[config.mk]
export PLATFORM = sky130hd
export DESIGN_NAME = srv_weighted_target_selector
export DESIGN_NICKNAME = d
export VERILOG_FILES = /design/src/swts_pkg.sv /design/src/srv_weighted_target_selector.sv
export SDC_FILE = /design/constraint.sdc
export NUM_CORES = 2
export LEC_CHECK = 0
export ABC_AREA = 0
export BUFFER_PORTS_ARGS = -buffer_cell sky130_fd_sc_hd__buf_2
export CAP_MARGIN = 5
export CORE_MARGIN = 8
export CORE_UTILIZATION = 35
export DETAILED_ROUTE_END_ITERATION = 6
export PLACE_DENSITY = 0.59
export SLEW_MARGIN = 30
export SYNTH_ARGS = -nofsm -noshare
export SYNTH_HDL_FRONTEND = slang
export SYNTH_SLANG_ARGS = --single-unit
[constraint.sdc]
create_clock -name i_clk -period 11.2 [get_ports i_clk]
set_input_delay 1.68 -clock i_clk [delete_from_list [all_inputs] [get_ports i_clk]]
set_output_delay 1.68 -clock i_clk [all_outputs]
set_load 0.01 [all_outputs]
[src/swts_pkg.sv]
package swts_pkg;

    localparam int PRIO_W   = 16;
    localparam int WEIGHT_W = 16;
    localparam int PORT_W   = 16;
    localparam int TAG_W    = 8;
    localparam int RAND_W   = 32;
    localparam int ACT_W    = 2;

    localparam logic [ACT_W-1:0] ACT_CLEAR = 2'd0;
    localparam logic [ACT_W-1:0] ACT_LOAD  = 2'd1;
    localparam logic [ACT_W-1:0] ACT_DRAW  = 2'd2;

    typedef struct packed {
        logic [PRIO_W-1:0]   priority_val;
        logic [WEIGHT_W-1:0] weight;
        logic [PORT_W-1:0]   port;
        logic [TAG_W-1:0]    tag;
        logic                kind;
    } t_rec;

endpackage

[src/srv_weighted_target_selector.sv]
// weighted service record selector
// input channel: i_in_valid / o_in_stall carry one action per transfer:
//   clear empties the table, load appends a record, draw picks and removes one.
// output channel: o_out_valid / i_out_stall carry one result per transfer:
//   a chosen record, none_left for a draw on an empty table, or table_full
//   for a load that found no room. clear and stored loads give no result.
// i_cfg_we / i_cfg_data write secure_only; when set, unsigned loads are dropped.
// after a clear or a stored or dropped load the next item can follow at once;
// a load on a full table and a draw on an empty one pass the emit state first.
// a draw runs through the transfer, a first scan of the record memory, the
// scaling multiply, a second scan, which stops at the chosen record (skipped
// when the group's weights sum to zero), together with the compaction of the
// records behind it, and the hand-over of the result to the output register;
// the scans read one record at a time through the single read port of the memory.
// the result register frees the input side: a new item is taken while a
// result still waits; a stalled result holds until the receiver takes it and
// a finished draw waits in its last state for the register to free up.
// synchronous reset empties the table, clears secure_only and drops any
// pending result; memory contents are not cleared.
module srv_weighted_target_selector #(
    parameter int MAX_RECORDS = 16
) (
    input  logic        i_clk,
    input  logic        i_rst_n,
    input  logic        i_cfg_we,
    input  logic        i_cfg_data,
    input  logic        i_in_valid,
    output logic        o_in_stall,
    input  logic [1:0]  i_action,
    input  logic [15:0] i_rec_priority,
    input  logic [15:0] i_rec_weight,
    input  logic [15:0] i_rec_port,
    input  logic [7:0]  i_rec_tag,
    input  logic        i_rec_kind,
    input  logic        i_rec_signed,
    input  logic [31:0] i_random_word,
    output logic        o_out_valid,
    input  logic        i_out_stall,
    output logic        o_none_left,
    output logic [15:0] o_out_priority,
    output logic [15:0] o_out_weight,
    output logic [15:0] o_out_port,
    output logic [7:0]  o_out_tag,
    output logic        o_out_kind,
    output logic        o_table_full
);

    localparam int IDX_W  = (MAX_RECORDS > 1) ? $clog2(MAX_RECORDS) : 1;
    localparam int CNT_W  = $clog2(MAX_RECORDS + 1);
    localparam int SUM_W  = swts_pkg::WEIGHT_W + CNT_W;
    localparam int PROD_W = swts_pkg::RAND_W + SUM_W;

    localparam logic [2:0] S_IDLE  = 3'd0;
    localparam logic [2:0] S_SCAN1 = 3'd1;
    localparam logic [2:0] S_MUL   = 3'd2;
    localparam logic [2:0] S_PREP  = 3'd3;
    localparam logic [2:0] S_SCAN2 = 3'd4;
    localparam logic [2:0] S_SHIFT = 3'd5;
    localparam logic [2:0] S_EMIT  = 3'd6;

    swts_pkg::t_rec r_mem [MAX_RECORDS];
    swts_pkg::t_rec r_rd_data;
    swts_pkg::t_rec r_sel;
    swts_pkg::t_rec mem_wdata;
    swts_pkg::t_rec in_rec;

    logic [2:0]                   r_state;
    logic [CNT_W-1:0]             r_count;
    logic                         r_secure_only;
    logic [CNT_W-1:0]             r_idx;
    logic                         r_vld;
    logic [IDX_W-1:0]             r_pidx;
    logic [IDX_W-1:0]             r_sel_idx;
    logic [swts_pkg::PRIO_W-1:0]  r_best;
    logic [SUM_W-1:0]             r_sum;
    logic [SUM_W-1:0]             r_rem;
    logic [swts_pkg::RAND_W-1:0]  r_rnd;
    logic [PROD_W-1:0]            r_prod;
    logic                         r_res_none;
    logic                         r_res_full;
    logic                         r_out_valid;
    logic                         r_out_none;
    logic                         r_out_full;
    swts_pkg::t_rec               r_out_rec;

    logic             accept;
    logic             store_ok;
    logic             is_full;
    logic             scanning;
    logic             issue;
    logic             emit;
    logic             mem_we;
    logic [IDX_W-1:0] mem_waddr;
    logic [IDX_W-1:0] rd_addr;

    assign o_in_stall = (r_state != S_IDLE);
    assign accept     = i_in_valid && (r_state == S_IDLE);
    assign store_ok   = !(r_secure_only && !i_rec_signed);
    assign is_full    = (r_count >= CNT_W'(MAX_RECORDS));
    assign scanning   = (r_state == S_SCAN1) || (r_state == S_SCAN2) || (r_state == S_SHIFT);
    assign issue      = scanning && (r_idx < r_count);
    assign rd_addr    = r_idx[IDX_W-1:0];
    assign emit       = (r_state == S_EMIT) && (!r_out_valid || !i_out_stall);

    assign in_rec.priority_val = i_rec_priority;
    assign in_rec.weight       = i_rec_weight;
    assign in_rec.port         = i_rec_port;
    assign in_rec.tag          = i_rec_tag;
    assign in_rec.kind         = i_rec_kind;

    always_comb begin
        mem_we    = 1'b0;
        mem_waddr = r_count[IDX_W-1:0];
        mem_wdata = in_rec;
        if (accept && (i_action == swts_pkg::ACT_LOAD) && store_ok && !is_full) begin
            mem_we = 1'b1;
        end
        // compaction: entry read last cycle moves down one place
        if ((r_state == S_SHIFT) && r_vld) begin
            mem_we    = 1'b1;
            mem_waddr = r_pidx - IDX_W'(1);
            mem_wdata = r_rd_data;
        end
    end

    always_ff @(posedge i_clk) begin
        if (mem_we) begin
            r_mem[mem_waddr] <= mem_wdata;
        end
        r_rd_data <= r_mem[rd_addr];
    end

    always_ff @(posedge i_clk) begin
        if (!i_rst_n) begin
            r_state       <= S_IDLE;
            r_count       <= '0;
            r_secure_only <= 1'b0;
            r_idx         <= '0;
            r_vld         <= 1'b0;
            r_out_valid   <= 1'b0;
        end else begin
            if (i_cfg_we) begin
                r_secure_only <= i_cfg_data;
            end
            if (emit) begin
                r_out_valid <= 1'b1;
            end else if (!i_out_stall) begin
                r_out_valid <= 1'b0;
            end

            r_vld <= issue;
            if (issue) begin
                r_pidx <= r_idx[IDX_W-1:0];
                r_idx  <= r_idx + CNT_W'(1);
            end

            unique case (r_state)
                S_IDLE: begin
                    if (accept) begin
                        r_rnd <= i_random_word;
                        unique case (i_action)
                            swts_pkg::ACT_CLEAR: begin
                                r_count <= '0;
                            end
                            swts_pkg::ACT_LOAD: begin
                                if (store_ok) begin
                                    if (is_full) begin
                                        r_sel      <= '0;
                                        r_res_full <= 1'b1;
                                        r_res_none <= 1'b0;
                                        r_state    <= S_EMIT;
                                    end else begin
                                        r_count <= r_count + CNT_W'(1);
                                    end
                                end
                            end
                            swts_pkg::ACT_DRAW: begin
                                if (r_count == '0) begin
                                    r_sel      <= '0;
                                    r_res_none <= 1'b1;
                                    r_res_full <= 1'b0;
                                    r_state    <= S_EMIT;
                                end else begin
                                    r_idx   <= '0;
                                    r_state <= S_SCAN1;
                                end
                            end
                            default: begin
                            end
                        endcase
                    end
                end
                S_SCAN1: begin
                    // lowest priority, its first record and the group weight sum
                    if (r_vld) begin
                        if ((r_pidx == '0) || (r_rd_data.priority_val < r_best)) begin
                            r_best    <= r_rd_data.priority_val;
                            r_sum     <= SUM_W'(r_rd_data.weight);
                            r_sel_idx <= r_pidx;
                            r_sel     <= r_rd_data;
                        end else if (r_rd_data.priority_val == r_best) begin
                            r_sum <= r_sum + SUM_W'(r_rd_data.weight);
                        end
                    end
                    if (!issue && !r_vld) begin
                        r_state <= S_MUL;
                    end
                end
                S_MUL: begin
                    r_prod  <= PROD_W'(r_rnd) * PROD_W'(r_sum + SUM_W'(1));
                    r_state <= S_PREP;
                end
                S_PREP: begin
                    if (r_sum == '0) begin
                        r_idx   <= CNT_W'(r_sel_idx) + CNT_W'(1);
                        r_state <= S_SHIFT;
                    end else begin
                        r_rem   <= r_prod[PROD_W-1 -: SUM_W];
                        r_idx   <= '0;
                        r_state <= S_SCAN2;
                    end
                end
                S_SCAN2: begin
                    if (r_vld && (r_rd_data.priority_val == r_best)) begin
                        // remainder would reach zero or below on this record;
                        // the read already in flight is the first one to move down
                        if (r_rem <= SUM_W'(r_rd_data.weight)) begin
                            r_sel     <= r_rd_data;
                            r_sel_idx <= r_pidx;
                            r_state   <= S_SHIFT;
                        end else begin
                            r_rem <= r_rem - SUM_W'(r_rd_data.weight);
                        end
                    end else if (!issue && !r_vld) begin
                        r_idx   <= CNT_W'(r_sel_idx) + CNT_W'(1);
                        r_state <= S_SHIFT;
                    end
                end
                S_SHIFT: begin
                    if (!issue && !r_vld) begin
                        r_count    <= r_count - CNT_W'(1);
                        r_res_none <= 1'b0;
                        r_res_full <= 1'b0;
                        r_state    <= S_EMIT;
                    end
                end
                S_EMIT: begin
                    if (emit) begin
                        r_state <= S_IDLE;
                    end
                end
                default: begin
                    r_state <= S_IDLE;
                end
            endcase
        end
    end

    always_ff @(posedge i_clk) begin
        if (emit) begin
            r_out_rec  <= r_sel;
            r_out_none <= r_res_none;
            r_out_full <= r_res_full;
        end
    end

    assign o_out_valid    = r_out_valid;
    assign o_none_left    = r_out_none;
    assign o_table_full   = r_out_full;
    assign o_out_priority = r_out_rec.priority_val;
    assign o_out_weight   = r_out_rec.weight;
    assign o_out_port     = r_out_rec.port;
    assign o_out_tag      = r_out_rec.tag;
    assign o_out_kind     = r_out_rec.kind;

endmodule

==> results.md <==
- Syn_nets: between 5000 and 6000
- Hold WS: around 0.42 ns
- Sequential fraction of the synthesis area: 0.5226
- Routed WL: 175100 um
- DR WL/cell: 22.64 um
- Post-synth ARST share: 0
- Clk sinks: 1222
- Worst VDD drop: roughly 0.00085 V
- Post-Place Cells: ~7500
- Slowest stage cell, crit path: a2111oi_1
- FF-to-FF Start: r_sum[0]
- Leading cell type in the layout, fill and taps excluded: edfxtp_1
- Clock transition at path regs: 0.06 ns
- Vias per std cell: around 5
- Max H-tree Level: 4
- Worst reg2reg path endpoint: r_prod[45]
- First-pass GRT wire length: 266400 um
- First-pass DRT Iterations: 6
- Register area: 0.03598 mm^2
- Non-Filler Instances: just under 8000
- CP arrival: approximately 10 ns
- Warnings from Yosys: 0
- Starting DRT DRC Count: 2908
- Pre-CTS setup slack: 1.691 ns
- Initial antenna violation count: 10
- Post-CTS Setup Inserts: 0
- Hold depth: 0
- Filler Cell Count: approximately 18000
- Starting Density: 0.3526
- Power per cell area: around 320 mW/mm^2
- Predominant post-synthesis flop cell: edfxtp_1
- Die area: 0.2111 mm^2
- Top cells by area, synth: edfxtp_1 (50%), fa_1 (17%), mux4_2 (9.3%), nand2_1 (4.1%), ha_1 (4.0%)
- Crit-path most repeated cell: fa_1
- Vias in the first global route: 42270
- Static leakage: 29.39 nW
- Clock Tree Root: clkbuf_16
- Area leader, netlist: edfxtp_1
- Min Tclk post-route: around 9.5 ns
- Synthesis-stage register bit count: 1222
- IO Pins: 159
- CP max FO: 19
- Setup CP Type: reg -> reg
- Post-route ant nets: 0
- Area of the multi-input gates: between 0.02 and 0.03 mm^2
- Total gr overflow: 0
- DRC Markers: 0
- Hold endpoint: o_out_port[15]
- Least-Margin Pin Slew: 1.034 ns
- Post-synth top area share: 0.5013
- Fin. max-slew vios: 0
- Max-Cap Viols: 0
- Gpl congestion: 0.8291
- IO buf count: 158
- Clock Skew: 0.08236 ns
- Syn Area/Cell: 14.25 um^2
- Number of setup violations in the final report: 0
- Cts hold-fix bufs: 0
- Fin nets: 5917
- Startpoint Class: flop
- Tot Pwr: 25.08 mW
- CP required: 11.74 ns
- Endpoints failing hold: 0
- Total GRT Usage: 0.1651
- Post-synth EDFFs: 1149
- CTS tree: done
- Synth cell types: 80
- Outcome: finished, final reports clean
- Die height: 459.4 um
- Hold wc startpoint: r_sel[24]
- Crit-path max cell delay: 0.82 ns
- Unrepaired setup endpoints after global routing: false
- Hold WC Path Type: reg -> reg
- Fmax: roughly 110 MHz
- Setup tns final: 0 ns
- Num CTS Buffers: 130
- DP HPWL: 111000 um
- Die W: around 460 um
- Core Region: 0.1952 mm^2
- Mapped Cells: 4829
- Worst reg2reg path depth: 26
- Final Worst Setup Slack: 1.693 ns
- Insertion delay to the later sink of the worst-skew pair: 0.78 ns
- Layout cell share with drive strength beyond 1: 0.1637
- Largest net degree at the start of global routing: about 130
- CTS Buffer Depth: 3
- P&R area growth vs syn: 13.31%
- Post-Syn Area: 0.06882 mm^2
- Period Utilization, post-route: 0.8489
- Setup crit end kind: flop
- Resized cells post-CTS: 0
- Rows: 162
- R2R setup slack: 1.69 ns
- Routed vias: 38920
- Max_slew headroom: 0.3105
- Most frequent cells in the layout: edfxtp_1 (1149), nand2_1 (743), inv_1 (638), fa_1 (597), mux4_2 (285)
==> registers in the layout, indices dropped and copies added (netlist names), 3 cells and up <==
signal / flops
r_rem: 21
r_sum: 21
r_pidx: 4
o_out_port: 16
r_mem: 912
r_count: 5
o_out_tag: 8
r_sel_idx: 4
r_sel: 57
r_state: 3
r_best: 16
o_out_priority: 16
r_rnd: 32
r_rd_data: 57
o_out_weight: 16
r_idx: 5
r_prod: 21
==> cells in the mapped netlist, drive strengths merged (5+ instances only) <==
cell type	instances
nand2b	7
dfxtp	73
a2111oi	5
a21o	32
nand4	20
a211oi	11
nor2b	62
nor3	28
o21ai	99
mux2i	5
buf	38
mux4	285
o31ai	7
and2	193
nand3	36
xnor2	51
a21boi	7
nor2	91
ha	220
edfxtp	1149
inv	638
nand2	744
or3	14
a21oi	67
and3	15
clkbuf	198
o21bai	13
a31oi	8
o211ai	6
nor4	10
fa	597
o21a	12
xor2	31
==> power breakdown <==
group | switching (mW) | internal (mW)
clock network | 1.91 | 2.61
registers | 0.336 | 5.78
logic | 8.48 | 5.96
==> worst max-delay path, delay by kind of cell (launching register included) <==
kind / cells / cell delay (ns)
AND/OR/NAND/NOR: 9 / 2.10
AO/OA/AOI/OAI: 3 / 1.14
XOR/XNOR: 2 / 0.87
adder cells (fa/ha/maj): 9 / 3.96
flip-flops: 1 / 0.73
buffers and inverters: 3 / 0.47
==> cell type report <==
class | instances | area share
antenna | 2 | 0.00006418
clock buffer | 172 | 0.04502
clock inverter | 66 | 0.01349
inverter | 638 | 0.03071
multi-input combinational | 2733 | 0.3834
sequential | 1222 | 0.4614
tap | 2624 | 0.04210
timing repair buffer | 277 | 0.02389
==> worst max path at each step <==
| stage | from | to | slack (ns) | cells past startpoint |
|---|---|---|---|---|
| floorplan | i_action[1] | r_sel[0] | 2.72 | 7 |
| global placement | r_sum[0] | r_prod[45] | 1.70 | 26 |
| detailed placement | r_sum[0] | r_prod[45] | 1.69 | 27 |
| CTS | r_sum[0] | r_prod[45] | 1.74 | 27 |
| global route | r_sum[0] | r_prod[45] | 1.26 | 26 |
| finish | r_sum[0] | r_prod[45] | 1.69 | 26 |
==> layer usage <==
layer  track usage  up-vias  routed length, um
met5             0        -                 13
met3       0.02625      262               8525
met1        0.2127    20710              72810
met4       0.04882        2               5107
met2        0.2879      997              88640
li1              -    16940                  -
==> cell families (layout without fill, tap and decap cells) <==
logic type / Yosys count / count (layout) / synth area share
XOR/XNOR: 82 / 82 / 0.01065
buffers and inverters: 874 / 1153 / 0.04807
adder cells (fa/ha/maj): 817 / 817 / 0.2137
other: 0 / 2 / 0
flip-flops: 1222 / 1222 / 0.5226
multiplexers: 292 / 292 / 0.09432
AND/OR/NAND/NOR: 1240 / 1240 / 0.08227
AO/OA/AOI/OAI: 302 / 302 / 0.02847
==> through the flow <==
stage	utilization	area, um^2
floorplan	-	68820
global placement	0.3746	73120
detailed placement	0.3760	73390
CTS	0.3994	77950
global route	0.3995	77980
finish	0.3995	77980
(Power assumes the default switching activity.)
